File: src/rtl/dtq_pkg.sv
// ----------------------------------------------------------------------------
// dtq_pkg
// Types and constants shared by the delta-list timer queue and its memory.
// ----------------------------------------------------------------------------
package dtq_pkg;

    localparam int MAX_RESULTS = 16;
    localparam int KW          = $clog2(MAX_RESULTS);

    localparam logic [1:0] CMD_TICK   = 2'd0;
    localparam logic [1:0] CMD_INSERT = 2'd1;
    localparam logic [1:0] CMD_REMOVE = 2'd2;

    localparam logic [1:0] ST_DONE      = 2'd0;
    localparam logic [1:0] ST_RELEASED  = 2'd1;
    localparam logic [1:0] ST_FULL      = 2'd2;
    localparam logic [1:0] ST_NOT_FOUND = 2'd3;

    typedef struct packed {
        logic [15:0] id;
        logic [15:0] delta;
    } t_entry;

    typedef enum logic [3:0] {
        S_IDLE,
        S_SCAN_RD,
        S_SCAN_CHK,
        S_SH_RD,
        S_SH_WR,
        S_INS_WR,
        S_HEAD_RD,
        S_HEAD_CHK,
        S_REL_RD,
        S_REL_CHK,
        S_EMIT
    } t_state;

endpackage

File: src/rtl/dtq_mem.sv
// ----------------------------------------------------------------------------
// dtq_mem
// Entry store: one write port, one read port, read data registered.
// ----------------------------------------------------------------------------
module dtq_mem #(
    parameter int DEPTH = 16,
    parameter int AW    = 4
) (
    input  logic            i_clk,
    input  logic            i_we,
    input  logic [AW-1:0]   i_waddr,
    input  dtq_pkg::t_entry i_wdata,
    input  logic            i_re,
    input  logic [AW-1:0]   i_raddr,
    output dtq_pkg::t_entry o_rdata
);
    import dtq_pkg::*;

    t_entry r_mem [DEPTH];
    t_entry r_rdata;

    always_ff @(posedge i_clk) begin
        if (i_we) begin
            r_mem[i_waddr] <= i_wdata;
        end
        if (i_re) begin
            r_rdata <= r_mem[i_raddr];
        end
    end

    assign o_rdata = r_rdata;

endmodule

File: src/rtl/delta_timer_queue.sv
// ----------------------------------------------------------------------------
// delta_timer_queue
// Sleep queue kept as a delta list in a circular entry memory.
// ----------------------------------------------------------------------------
// Usage: a command (tick, insert, remove) is a transfer on the input channel
// (i_valid, o_stall); results leave on the output channel (o_valid, i_stall),
// one per transfer, the final one of each command flagged by o_last.
// One command is worked at a time; o_stall is high while it runs.
// Entries live in a one-port-read, one-port-write memory with registered
// read data, used as a ring so that releasing the head only moves a pointer.
// Steps per command:
//   insert: scan for the place, move each later entry back, write it.
//   remove: scan for the id, move each later entry forward.
//   tick:   read the head, then count it down, or release it and each
//           following entry whose delta is zero.
// A result waits in the output register while i_stall is high; the
// sequencer waits with it, and a new command is taken once the final result
// of the last one is registered. Reset empties the queue; the
// memory keeps its contents, which are never read before being written.
// ----------------------------------------------------------------------------
module delta_timer_queue #(
    parameter int CAPACITY = 16
) (
    input  logic        i_clk,
    input  logic        i_rst_n,
    input  logic        i_valid,
    output logic        o_stall,
    input  logic [1:0]  i_command,
    input  logic [15:0] i_item_id,
    input  logic [15:0] i_delay,
    output logic        o_valid,
    input  logic        i_stall,
    output logic [1:0]  o_status,
    output logic [15:0] o_released_id,
    output logic        o_last
);
    import dtq_pkg::*;

    localparam int AW = (CAPACITY > 1) ? $clog2(CAPACITY) : 1;
    localparam int CW = $clog2(CAPACITY + 1);

    t_state         r_state, n_state;
    logic [1:0]     r_cmd, n_cmd;
    logic [15:0]    r_id, n_id;
    logic [15:0]    r_t, n_t;
    logic [CW-1:0]  r_idx, n_idx;
    logic [16:0]    r_sum, n_sum;
    logic [CW-1:0]  r_pos, n_pos;
    logic [15:0]    r_nd, n_nd;
    logic [15:0]    r_dadj, n_dadj;
    logic [AW-1:0]  r_head, n_head;
    logic [CW-1:0]  r_count, n_count;
    logic [KW-1:0]  r_k, n_k;
    logic [15:0]    r_hid, n_hid;
    logic [15:0]    r_nid, n_nid;
    logic [1:0]     r_e_status, n_e_status;
    logic [15:0]    r_e_rid, n_e_rid;
    logic           r_e_last, n_e_last;
    logic           r_e_rel, n_e_rel;
    logic           r_ov, n_ov;
    logic [1:0]     r_status, n_status;
    logic [15:0]    r_rid, n_rid;
    logic           r_last, n_last;

    logic           mem_we, mem_re;
    logic [CW-1:0]  wr_log, rd_log;
    logic [AW-1:0]  mem_waddr, mem_raddr;
    t_entry         mem_wdata, rdat;

    logic           in_xfer, slot_free, full, idx_end, ins_go, rel_more;
    logic           ins_shift_end, rem_more_first, rem_more_next;
    logic [17:0]    sum_d;
    logic [15:0]    nd_calc;

    function automatic logic [AW-1:0] phys(input logic [AW-1:0] head,
                                           input logic [CW-1:0] lg);
        logic [AW+1:0] s;
        s = (AW+2)'(head) + (AW+2)'(lg);
        if (s >= (AW+2)'(CAPACITY)) begin
            s = s - (AW+2)'(CAPACITY);
        end
        return s[AW-1:0];
    endfunction

    assign in_xfer   = i_valid && !o_stall;
    assign slot_free = !r_ov || !i_stall;
    assign full      = (r_count == CW'(CAPACITY));
    assign idx_end   = (r_idx == r_count);
    assign sum_d     = {1'b0, r_sum} + 18'(rdat.delta);
    assign ins_go    = ({2'b00, r_t} > sum_d);
    assign nd_calc   = r_t - r_sum[15:0];
    assign rel_more  = (r_count > CW'(1)) && (r_k != KW'(MAX_RESULTS - 1));
    assign ins_shift_end  = (r_idx == r_pos + CW'(1));
    assign rem_more_first = ((CW+1)'(r_idx) + (CW+1)'(1)) < (CW+1)'(r_count);
    assign rem_more_next  = ((CW+1)'(r_idx) + (CW+1)'(2)) < (CW+1)'(r_count);

    // Next state.
    always_comb begin
        n_state = r_state;
        case (r_state)
            S_IDLE: begin
                if (in_xfer) begin
                    if (i_command == CMD_TICK && r_count != '0) begin
                        n_state = S_HEAD_RD;
                    end else if ((i_command == CMD_INSERT && !full) ||
                                 i_command == CMD_REMOVE) begin
                        n_state = S_SCAN_RD;
                    end else begin
                        n_state = S_EMIT;
                    end
                end
            end
            S_SCAN_RD: begin
                if (!idx_end) begin
                    n_state = S_SCAN_CHK;
                end else if (r_cmd == CMD_INSERT) begin
                    n_state = S_INS_WR;
                end else begin
                    n_state = S_EMIT;
                end
            end
            S_SCAN_CHK: begin
                if (r_cmd == CMD_INSERT) begin
                    if (ins_go) begin
                        n_state = S_SCAN_RD;
                    end else begin
                        n_state = S_SH_RD;
                    end
                end else if (rdat.id == r_id) begin
                    n_state = rem_more_first ? S_SH_RD : S_EMIT;
                end else begin
                    n_state = S_SCAN_RD;
                end
            end
            S_SH_RD: n_state = S_SH_WR;
            S_SH_WR: begin
                if (r_cmd == CMD_INSERT) begin
                    n_state = ins_shift_end ? S_INS_WR : S_SH_RD;
                end else begin
                    n_state = rem_more_next ? S_SH_RD : S_EMIT;
                end
            end
            S_INS_WR:   n_state = S_EMIT;
            S_HEAD_RD:  n_state = S_HEAD_CHK;
            S_HEAD_CHK: n_state = (rdat.delta > 16'd1) ? S_EMIT : S_REL_RD;
            S_REL_RD:   n_state = rel_more ? S_REL_CHK : S_EMIT;
            S_REL_CHK:  n_state = S_EMIT;
            S_EMIT: begin
                if (slot_free) begin
                    n_state = r_e_last ? S_IDLE : S_REL_RD;
                end
            end
            default: n_state = S_IDLE;
        endcase
    end

    // Datapath, memory controls and output register.
    always_comb begin
        n_cmd      = r_cmd;
        n_id       = r_id;
        n_t        = r_t;
        n_idx      = r_idx;
        n_sum      = r_sum;
        n_pos      = r_pos;
        n_nd       = r_nd;
        n_dadj     = r_dadj;
        n_head     = r_head;
        n_count    = r_count;
        n_k        = r_k;
        n_hid      = r_hid;
        n_nid      = r_nid;
        n_e_status = r_e_status;
        n_e_rid    = r_e_rid;
        n_e_last   = r_e_last;
        n_e_rel    = r_e_rel;
        n_ov       = r_ov && i_stall;
        n_status   = r_status;
        n_rid      = r_rid;
        n_last     = r_last;
        mem_we     = 1'b0;
        mem_re     = 1'b0;
        wr_log     = r_idx;
        rd_log     = r_idx;
        mem_wdata  = rdat;

        case (r_state)
            S_IDLE: begin
                if (in_xfer) begin
                    n_cmd      = i_command;
                    n_id       = i_item_id;
                    n_t        = (i_delay == 16'd0) ? 16'd1 : i_delay;
                    n_idx      = '0;
                    n_sum      = '0;
                    n_e_rid    = '0;
                    n_e_last   = 1'b1;
                    n_e_rel    = 1'b0;
                    n_e_status = (i_command == CMD_INSERT && full) ? ST_FULL : ST_DONE;
                end
            end
            S_SCAN_RD: begin
                if (!idx_end) begin
                    mem_re = 1'b1;
                end else if (r_cmd == CMD_INSERT) begin
                    n_pos = r_count;
                    n_nd  = nd_calc;
                end else begin
                    n_e_status = ST_NOT_FOUND;
                end
            end
            S_SCAN_CHK: begin
                if (r_cmd == CMD_INSERT) begin
                    if (ins_go) begin
                        n_sum = sum_d[16:0];
                        n_idx = r_idx + CW'(1);
                    end else begin
                        n_pos = r_idx;
                        n_nd  = nd_calc;
                        n_idx = r_count;
                    end
                end else if (rdat.id == r_id) begin
                    n_pos  = r_idx;
                    n_dadj = rdat.delta;
                    if (!rem_more_first) begin
                        n_count = r_count - CW'(1);
                    end
                end else begin
                    n_idx = r_idx + CW'(1);
                end
            end
            S_SH_RD: begin
                mem_re = 1'b1;
                rd_log = (r_cmd == CMD_INSERT) ? r_idx - CW'(1) : r_idx + CW'(1);
            end
            S_SH_WR: begin
                mem_we   = 1'b1;
                wr_log   = r_idx;
                mem_wdata.id = rdat.id;
                if (r_cmd == CMD_INSERT) begin
                    mem_wdata.delta = ins_shift_end ? rdat.delta - r_nd : rdat.delta;
                    n_idx = r_idx - CW'(1);
                end else begin
                    mem_wdata.delta = (r_idx == r_pos) ? rdat.delta + r_dadj
                                                       : rdat.delta;
                    n_idx = r_idx + CW'(1);
                    if (!rem_more_next) begin
                        n_count = r_count - CW'(1);
                    end
                end
            end
            S_INS_WR: begin
                mem_we          = 1'b1;
                wr_log          = r_pos;
                mem_wdata.id    = r_id;
                mem_wdata.delta = r_nd;
                n_count         = r_count + CW'(1);
            end
            S_HEAD_RD: begin
                mem_re = 1'b1;
                rd_log = '0;
            end
            S_HEAD_CHK: begin
                n_hid = rdat.id;
                n_k   = '0;
                if (rdat.delta > 16'd1) begin
                    mem_we          = 1'b1;
                    wr_log          = '0;
                    mem_wdata.id    = rdat.id;
                    mem_wdata.delta = rdat.delta - 16'd1;
                end
            end
            S_REL_RD: begin
                n_e_status = ST_RELEASED;
                n_e_rid    = r_hid;
                n_e_rel    = 1'b1;
                n_e_last   = 1'b1;
                if (rel_more) begin
                    mem_re = 1'b1;
                    rd_log = CW'(1);
                end
            end
            S_REL_CHK: begin
                n_nid    = rdat.id;
                n_e_last = (rdat.delta != 16'd0);
            end
            S_EMIT: begin
                if (slot_free) begin
                    n_ov     = 1'b1;
                    n_status = r_e_status;
                    n_rid    = r_e_rid;
                    n_last   = r_e_last;
                    if (r_e_rel) begin
                        n_head  = phys(r_head, CW'(1));
                        n_count = r_count - CW'(1);
                        n_k     = r_k + KW'(1);
                        n_hid   = r_nid;
                    end
                end
            end
            default: begin
            end
        endcase
    end

    assign mem_waddr = phys(r_head, wr_log);
    assign mem_raddr = phys(r_head, rd_log);

    dtq_mem #(
        .DEPTH (CAPACITY),
        .AW    (AW)
    ) u_mem (
        .i_clk   (i_clk),
        .i_we    (mem_we),
        .i_waddr (mem_waddr),
        .i_wdata (mem_wdata),
        .i_re    (mem_re),
        .i_raddr (mem_raddr),
        .o_rdata (rdat)
    );

    always_ff @(posedge i_clk) begin
        if (!i_rst_n) begin
            r_state <= S_IDLE;
            r_head  <= '0;
            r_count <= '0;
            r_ov    <= 1'b0;
        end else begin
            r_state <= n_state;
            r_head  <= n_head;
            r_count <= n_count;
            r_ov    <= n_ov;
        end
    end

    always_ff @(posedge i_clk) begin
        r_cmd      <= n_cmd;
        r_id       <= n_id;
        r_t        <= n_t;
        r_idx      <= n_idx;
        r_sum      <= n_sum;
        r_pos      <= n_pos;
        r_nd       <= n_nd;
        r_dadj     <= n_dadj;
        r_k        <= n_k;
        r_hid      <= n_hid;
        r_nid      <= n_nid;
        r_e_status <= n_e_status;
        r_e_rid    <= n_e_rid;
        r_e_last   <= n_e_last;
        r_e_rel    <= n_e_rel;
        r_status   <= n_status;
        r_rid      <= n_rid;
        r_last     <= n_last;
    end

    assign o_stall       = (r_state != S_IDLE);
    assign o_valid       = r_ov;
    assign o_status      = r_status;
    assign o_released_id = r_rid;
    assign o_last        = r_last;

`ifndef NO_ASSERTIONS
    a_count_bound: assert property (@(posedge i_clk) disable iff (!i_rst_n)
        r_count <= CW'(CAPACITY))
        else $error("entry count exceeds capacity");

    a_count_step: assert property (@(posedge i_clk) disable iff (!i_rst_n)
        $past(i_rst_n) |-> (r_count == $past(r_count) ||
                            r_count == $past(r_count) + CW'(1) ||
                            r_count + CW'(1) == $past(r_count)))
        else $error("entry count moved by more than one");

    a_no_rw_clash: assert property (@(posedge i_clk) disable iff (!i_rst_n)
        !(mem_we && mem_re && mem_waddr == mem_raddr))
        else $error("read and write of the same entry in one cycle");

    a_single_last: assert property (@(posedge i_clk) disable iff (!i_rst_n)
        (o_valid && o_status != ST_RELEASED) |-> o_last)
        else $error("non-release result not flagged last");
`endif

endmodule
File: config.mk
export PLATFORM = sky130hd
export DESIGN_NAME = delta_timer_queue
export DESIGN_NICKNAME = d
export VERILOG_FILES = /design/src/rtl/dtq_pkg.sv /design/src/rtl/dtq_mem.sv /design/src/rtl/delta_timer_queue.sv
export SDC_FILE = /design/constraint.sdc
export NUM_CORES = 1
export LEC_CHECK = 0
export BUFFER_PORTS_ARGS = -buffer_cell sky130_fd_sc_hd__clkbuf_2
export CAP_MARGIN = 15
export CORE_MARGIN = 10
export CORE_UTILIZATION = 65
export CTS_BUF_LIST = sky130_fd_sc_hd__clkbuf_2 sky130_fd_sc_hd__clkbuf_4 sky130_fd_sc_hd__clkbuf_8
export CTS_CLUSTER_DIAMETER = 30
export DETAILED_ROUTE_END_ITERATION = 16
export PLACE_DENSITY_LB_ADDON = 0.05
export SETUP_SLACK_MARGIN = 0.05
export SLEW_MARGIN = 20
export SYNTH_ARGS = -nofsm -noshare
export SYNTH_HDL_FRONTEND = slang
export SYNTH_SLANG_ARGS = --single-unit
File: constraint.sdc
create_clock -name i_clk -period 11.15 [get_ports i_clk]
set_input_delay 1.6725 -clock i_clk [delete_from_list [all_inputs] [get_ports i_clk]]
set_output_delay 1.6725 -clock i_clk [all_outputs]
set_load 0.02 [all_outputs]
==> metrics.cfg, run 1 <==
[final_layout]
area_growth_pct=12.62
multi_input_area_sq_um=10660
final_nets=2333
final_cell_mix=edfxtp_1 (712), mux4_2 (160), clkbuf_8 (137)
drive_gt1_share_pct=24.36
layout.area.seq_sq_um=21660
fill_cells=3065
final_common_cell=edfxtp_1
final_cells=2960
final_core_util_pct=73.90

[sta]
maxClockFrequency_mhz=174.6
hold_viol_final=0
relSlewSlack_pct=20.48
setup_tns_ps=0
period_share_pct=51.38
period_needed_ps=5728
setup_slack_ps=5422
rsz0062_at_grt=no
worst_slew_pin_slew_ps=1184
report.final.slew_viol_count=0
fin_skew_ps=41.07
finalSetupViolCount=0

[setup_path]
rrSetupSlack_ps=5420
reg2reg_depth=9
cp.required_ps=11650
r2r-start=r_state[1]$_SDFFE_PN0P_
cp-end-kind=flip-flop
path_class=reg -> reg
critPathMaxFanout=51
rr_endpoint=u_mem.o_rdata[9]$_DFFE_PP_
start_kind=flip-flop
crit_arrival_ps=6220

[drt]
dr.pass1.iters=6
vias=19100
drc=0
totalWireLength_um=78520
wire_per_inst_um=26.53
avgViaCountPerCell=6.453
first_iter_violations=2257
postRouteAntennaNets=0

[floorplanning]
die_h_um=244.6
dieArea_sq_um=59820
core_area_sq_um=49970
die_w_um=244.6
rows=82
io-pin-count=59
start_util_pct=65.62

[clocking]
root_buffer=clkbuf_8
cts.clk_slew.worst_paths_ps=60
cts_max_path_buffers=3
cts_setup_buffers=0
cts_buffers=134
cts_tree=done
clock_latency_ps=800
cts_resized=0
cts.sinks=726
cts_hold_buffers=0
htreeDepth=4

[synthesis]
post-synth-top-area-cell=edfxtp_1
yosys.cell_types.count=87
synth-edff-count=712
yosysSeqAreaShare_pct=66.07
synth_area_leaders=edfxtp_1 (65%), mux4_2 (11%), ha_1 (4.0%)
ys.flop_type=edfxtp_1
syn_area_per_cell_sq_um=16.07
synth_top_area_share_pct=65.21
syn_nets=2190
netlist_area_sq_um=32790
synth-seq-cells=726
synth_warnings=0
synthCells=2040
async_flop_share_pct=0

[power_and_ir_drop]
p_leak_nw=12.72
vdd.ir_drop.worst_v=0.0002774
total_power_mw=11.26
power_density_nw_per_um2=304.9

[grt]
overflow=0
grt_max_degree=52
grt_pass1_wl_um=118800
grt_usage_pct=26.73
grt_pass1_vias=19321
antenna_found_initial=4

[placed_design]
post-place-ws_ps=5532
hpwlAfterDp_um=46990
gp_congestion=0.9641
dp.cells=2718
io_buffers=58

[run_status]
status=finished, final reports clean

[min_path]
hold_depth=0
whs_endpoint=o_released_id[5]$_DFFE_PP_
hold_path_class=reg -> reg
hold_start=r_e_rid[5]$_SDFFCE_PN0P_

[flow_run]
drv_cap=0

==> per-layer routing <==
metal,vias to the layer above,track usage [%],wire length [um]
li1,8343,-,-
met1,9676,37.62,32140
met2,953,41.02,37330
met3,128,5.635,7198
met4,0,9.936,1840
met5,-,0,0
==> per-stage QoR <==
stage                     hold WS (ps)  area, sq um
after global placement           401.1        33980
after global routing             422.6        36920
final                            419.7        36920
after CTS                        416.9        36890
after floorplan                  400.3        32790
after detailed placement         406.6        34000
==> where the power goes <==
group | internal (mW) | leakage, nW | switching (mW)
Combinational | 1.90 | 4.68 | 2.52
Clock | 1.58 | 1.46 | 1.13
Sequential | 3.77 | 6.57 | 0.363
Total | 7.24 | 12.7 | 4.02
==> cells by family (layout without fill, tap and decap cells) <==
family	after synthesis	count (layout)	synth area share [%]
muxes	188	188	11.91
DFF	726	726	66.07
xor gates and xnor gates	103	103	2.809
buffers and inverters	163	410	2.045
other	0	1	0
and+or+nand+nor	440	440	6.438
AOI/OAI and AO/OA	308	308	6.316
adders and majority gates	112	112	4.412
==> final cells by class <==
cell class,count,share of cell area (%)
multi-input combinational,1151,28.87
clock buffer,163,5.635
timing repair buffer,100,1.640
antenna,1,0.006777
inverter,70,0.7116
sequential,726,58.66
tap,672,2.277
clock inverter,77,2.192
==> critical path, stage by stage, from the launching register on <==
cell and delay, ps:
dfxtp_1 840, inv_1 320, nor2_1 240, a22oi_2 150, a22o_1 360, fa_4 1240
buf_4 630, buf_4 700, mux4_2 400, mux4_2 490
==> cells in the mapped netlist (10+ instances only) <==
master,n
edfxtp_1,712
mux4_2,160
nand2_1,136
nor2_1,109
ha_1,106
a21oi_1,73
clkbuf_1,70
inv_1,70
o21ai_0,67
xnor2_1,56
xor2_1,46
nor3_1,43
nand3_1,32
and3_1,24
a21o_1,19
mux2_2,18
o21a_1,18
nor2b_1,16
buf_2,14
dfxtp_1,14
nand2b_1,12
o22ai_1,12
a211oi_1,11
nor4_1,11
or3_1,11
mux2i_1,10
o21ai_1,10
==> flip-flops by register name, indices dropped and copies added, names as in the netlist, 4 cells and up <==
register,cells
o_released_id,16
r_count,5
r_dadj,16
r_e_rid,16
r_head,4
r_hid,16
r_id,16
r_idx,5
r_k,4
r_nd,16
r_nid,16
r_pos,5
r_state,4
r_sum,17
r_t,16
u_mem.o_rdata,32
u_mem.r_mem,512
==> worst max-delay path by stage <==
stage                               startpoint                            to  cells after the start
global placement    u_mem.o_rdata[1]$_DFFE_PP_             r_nd[0]$_DFFE_PP_                     18
floorplan           u_mem.o_rdata[5]$_DFFE_PP_  u_mem.r_mem[10][0]$_DFFE_PP_                     12
CTS                    r_state[1]$_SDFFE_PN0P_    u_mem.o_rdata[9]$_DFFE_PP_                      9
global route        u_mem.o_rdata[1]$_DFFE_PP_             r_nd[3]$_DFFE_PP_                     16
detailed placement     r_state[1]$_SDFFE_PN0P_   u_mem.o_rdata[15]$_DFFE_PP_                      9
finish                 r_state[1]$_SDFFE_PN0P_    u_mem.o_rdata[9]$_DFFE_PP_                      9
No activity file was read; power rests on OpenSTA's default activity.
==> run 2, diff against run 1 <==
--- a/config.mk
+++ b/config.mk
@@ -5,10 +5,11 @@
 export SDC_FILE = /design/constraint.sdc
 export NUM_CORES = 1
 export LEC_CHECK = 0
+export ABC_AREA = 1
 export BUFFER_PORTS_ARGS = -buffer_cell sky130_fd_sc_hd__clkbuf_2
 export CAP_MARGIN = 15
 export CORE_MARGIN = 10
-export CORE_UTILIZATION = 65
+export CORE_UTILIZATION = 59
 export CTS_BUF_LIST = sky130_fd_sc_hd__clkbuf_2 sky130_fd_sc_hd__clkbuf_4 sky130_fd_sc_hd__clkbuf_8
 export CTS_CLUSTER_DIAMETER = 30
 export DETAILED_ROUTE_END_ITERATION = 16
==> constraint.sdc (replaced) <==
create_clock -name i_clk -period 5.2 [get_ports i_clk]
set_input_delay 0.78 -clock i_clk [delete_from_list [all_inputs] [get_ports i_clk]]
set_output_delay 0.78 -clock i_clk [all_outputs]
set_load 0.02 [all_outputs]
==> run 2 against run 1 <==
Cell area is 4.0% higher. Critical path type unchanged. First-iteration DRC count rose by 8.2%. Largest power group unchanged. Final cell count is 34% higher. Die area grew 13%. Utilization down 6.1 points. Sequential share of layout area shrank 2.2 points. Sequential power is 110% higher. Critical path depth is 6 higher. Area after synthesis grew 3.2%. Sequential cell count stayed put. Worst setup slack got worse by 4700 ps.
==> metrics.cfg, run 2 <==
[synthesis]
syn_nets=3129
ys.flop_type=edfxtp_1
synth_top_area_share_pct=63.17
synth_common_cells=edfxtp_1 (712), nor2_1 (406), o21ai_0 (365)
synthCells=2979
synth_warnings=0
synth-edff-count=712
yosysSeqAreaShare_pct=64.00
synth-seq-cells=726
yosysMostFrequentCell=edfxtp_1
async_flop_share_pct=0
syn_area_per_cell_sq_um=11.36
post-synth-top-area-cell=edfxtp_1
synth_area_leaders=edfxtp_1 (63%), o21ai_0 (5.4%), nor2_1 (4.5%)
netlist_area_sq_um=33850
yosys.cell_types.count=54

[final_layout]
final_cell_mix=edfxtp_1 (712), nor2_1 (385), o21ai_0 (362)
multi_input_area_sq_um=10920
fill_cells=4267
top_register=u_mem.r_mem
layout.area.seq_sq_um=21660
drive_gt1_share_pct=15.13
largest_reg_flops=512
area_growth_pct=13.43
final_nets=3249
final_common_cell=edfxtp_1

[setup_path]
cp.required_ps=5670
crit_chain=inv_1 -> ha_1 -> inv_1 -> a21oi_1 -> nand4_1 -> nand2_1 -> inv_1 -> o21ai_0 -> ha_1 -> inv_1 -> fa_1 -> xor2_1 -> nand3_1 -> nor2_4 -> buf_12
path_class=reg -> reg
cpPeakStageDelay_ps=630
crit_arrival_ps=4900
cp-end-kind=flip-flop
crit_slowest_cell=nor2_4
start_kind=flip-flop
crit_top_cell=inv_1
critPathMaxFanout=20

[sta]
report.final.slew_viol_count=0
finalSetupViolCount=0
hold_viol_final=0
worst_slew_pin_slew_ps=1141
period_needed_ps=4432
relSlewSlack_pct=23.91
whs_ps=170.4
rsz0062_at_grt=no
period_share_pct=85.24
fin_skew_ps=43.06
maxClockFrequency_mhz=225.6
setup_tns_ps=0

[power_and_ir_drop]
p_leak_nw=14.04
vdd.ir_drop.worst_v=0.0007354
power_density_nw_per_um2=704.0

[drt]
first_iter_violations=2442
drc=0
wire_per_inst_um=22.32
postRouteAntennaNets=0
totalWireLength_um=88460
vias=23839
dr.pass1.iters=6
avgViaCountPerCell=6.015

[floorplanning]
die_w_um=259.5
die_h_um=259.5
core_area_sq_um=56600
dieArea_sq_um=67350
io-pin-count=59
rows=87
start_util_pct=59.80

[grt]
grt_usage_pct=26.29
grt_pass1_vias=23410
grt_max_degree=219
antenna_found_initial=4
grt_pass1_wl_um=135800
overflow=0

[clocking]
htreeDepth=4
cts_max_path_buffers=3
cts_resized=0
root_buffer=clkbuf_8
cts_tree=done
cts.clk_slew.worst_paths_ps=60
cts.sinks=726
cts_setup_buffers=0
clock_latency_ps=790
cts_hold_buffers=0
cts_buffers=140

[placed_design]
hpwlAfterDp_um=55890
io_buffers=58
gp_congestion=0.9540

[run_status]
status=finished, final reports clean

[min_path]
hold_path_class=in -> reg

[flow_run]
drv_cap=0

==> run 2: changes by cell type in the layout (fill, tap and decap cells not counted), sizes merged, moves of 89 or more <==
cell / previous run / this run
mux4: 160 / 0
inv: 78 / 221
nand3: 32 / 121
nand2: 137 / 366
o21ai: 78 / 401
o221ai: 9 / 129
nor2: 113 / 413
==> run 2: where the power goes <==
part	switching [mW]	internal [mW]
registers	0.548	8.20
clock network	2.43	3.60
logic	8.50	3.75
total	11.5	15.5
==> run 2: final cells by class <==
class	instances	area share, %
Timing Repair Buffer	129	2.653
Multi-Input combinational cell	1885	28.43
Tap cell	756	2.464
Sequential cell	726	56.42
Clock inverter	74	2.040
Inverter	217	2.138
Clock buffer	175	5.850
Antenna cell	1	0.006518
==> run 2: worst max-delay path: cells and delay by family (launching register included) <==
kind / cells / cell delay (ps)
and+or+nand+nor: 4 / 1220
adders and majority gates: 3 / 940
buffers and inverters: 5 / 730
DFF: 1 / 560
AOI/OAI and AO/OA: 2 / 380
xor gates and xnor gates: 1 / 270
==> run 2: worst paths after layout <==
| path | startpoint | to | slack [ps] | cells past startpoint |
|---|---|---|---|---|
| setup / recovery | u_mem.o_rdata[1]$_DFFE_PP_ | u_mem.r_mem[0][21]$_DFFE_PP_ | 770 | 15 |
| hold / removal | i_item_id[7] | r_id[7]$_DFFE_PP_ | 170 | 1 |
| setup reg to reg | u_mem.o_rdata[1]$_DFFE_PP_ | u_mem.r_mem[0][21]$_DFFE_PP_ | 770 | 15 |
| hold reg to reg | r_e_rid[9]$_SDFFCE_PN0P_ | o_released_id[9]$_DFFE_PP_ | 420 | 0 |
==> run 2: kinds of logic after synthesis <==
| group | after synthesis | share of synthesized area (%) |
|---|---|---|
| buffers and inverters | 368 | 4.351 |
| adder cells (fa/ha/maj) | 112 | 4.273 |
| flip-flops | 726 | 64.00 |
| XOR/XNOR | 78 | 2.074 |
| AO/OA/AOI/OAI | 720 | 13.06 |
| AND/OR/NAND/NOR | 975 | 12.24 |
==> run 2: layer usage <==
| metal | part of all wire [%] | track usage, % |
|---|---|---|
| met1 | 44 | 37.53 |
| met2 | 45 | 39.61 |
| met3 | 9.0 | 5.685 |
| met4 | 2.5 | 8.624 |
| met5 | 0.014 | 0 |
==> run 2: per-stage QoR <==
step	worst slack (ps)	area [sq um]	total power, mW	utilization, %	std cells
final	767.5	38390	27.03	67.83	3963
after global placement	944.6	35330	20.63	62.41	3712
after CTS	787.6	38360	26.93	67.77	3961
after floorplan	749.5	33850	16.94	-	2979
after global routing	444.9	38390	28.81	67.83	3963
after detailed placement	814.7	35330	20.84	62.42	3712
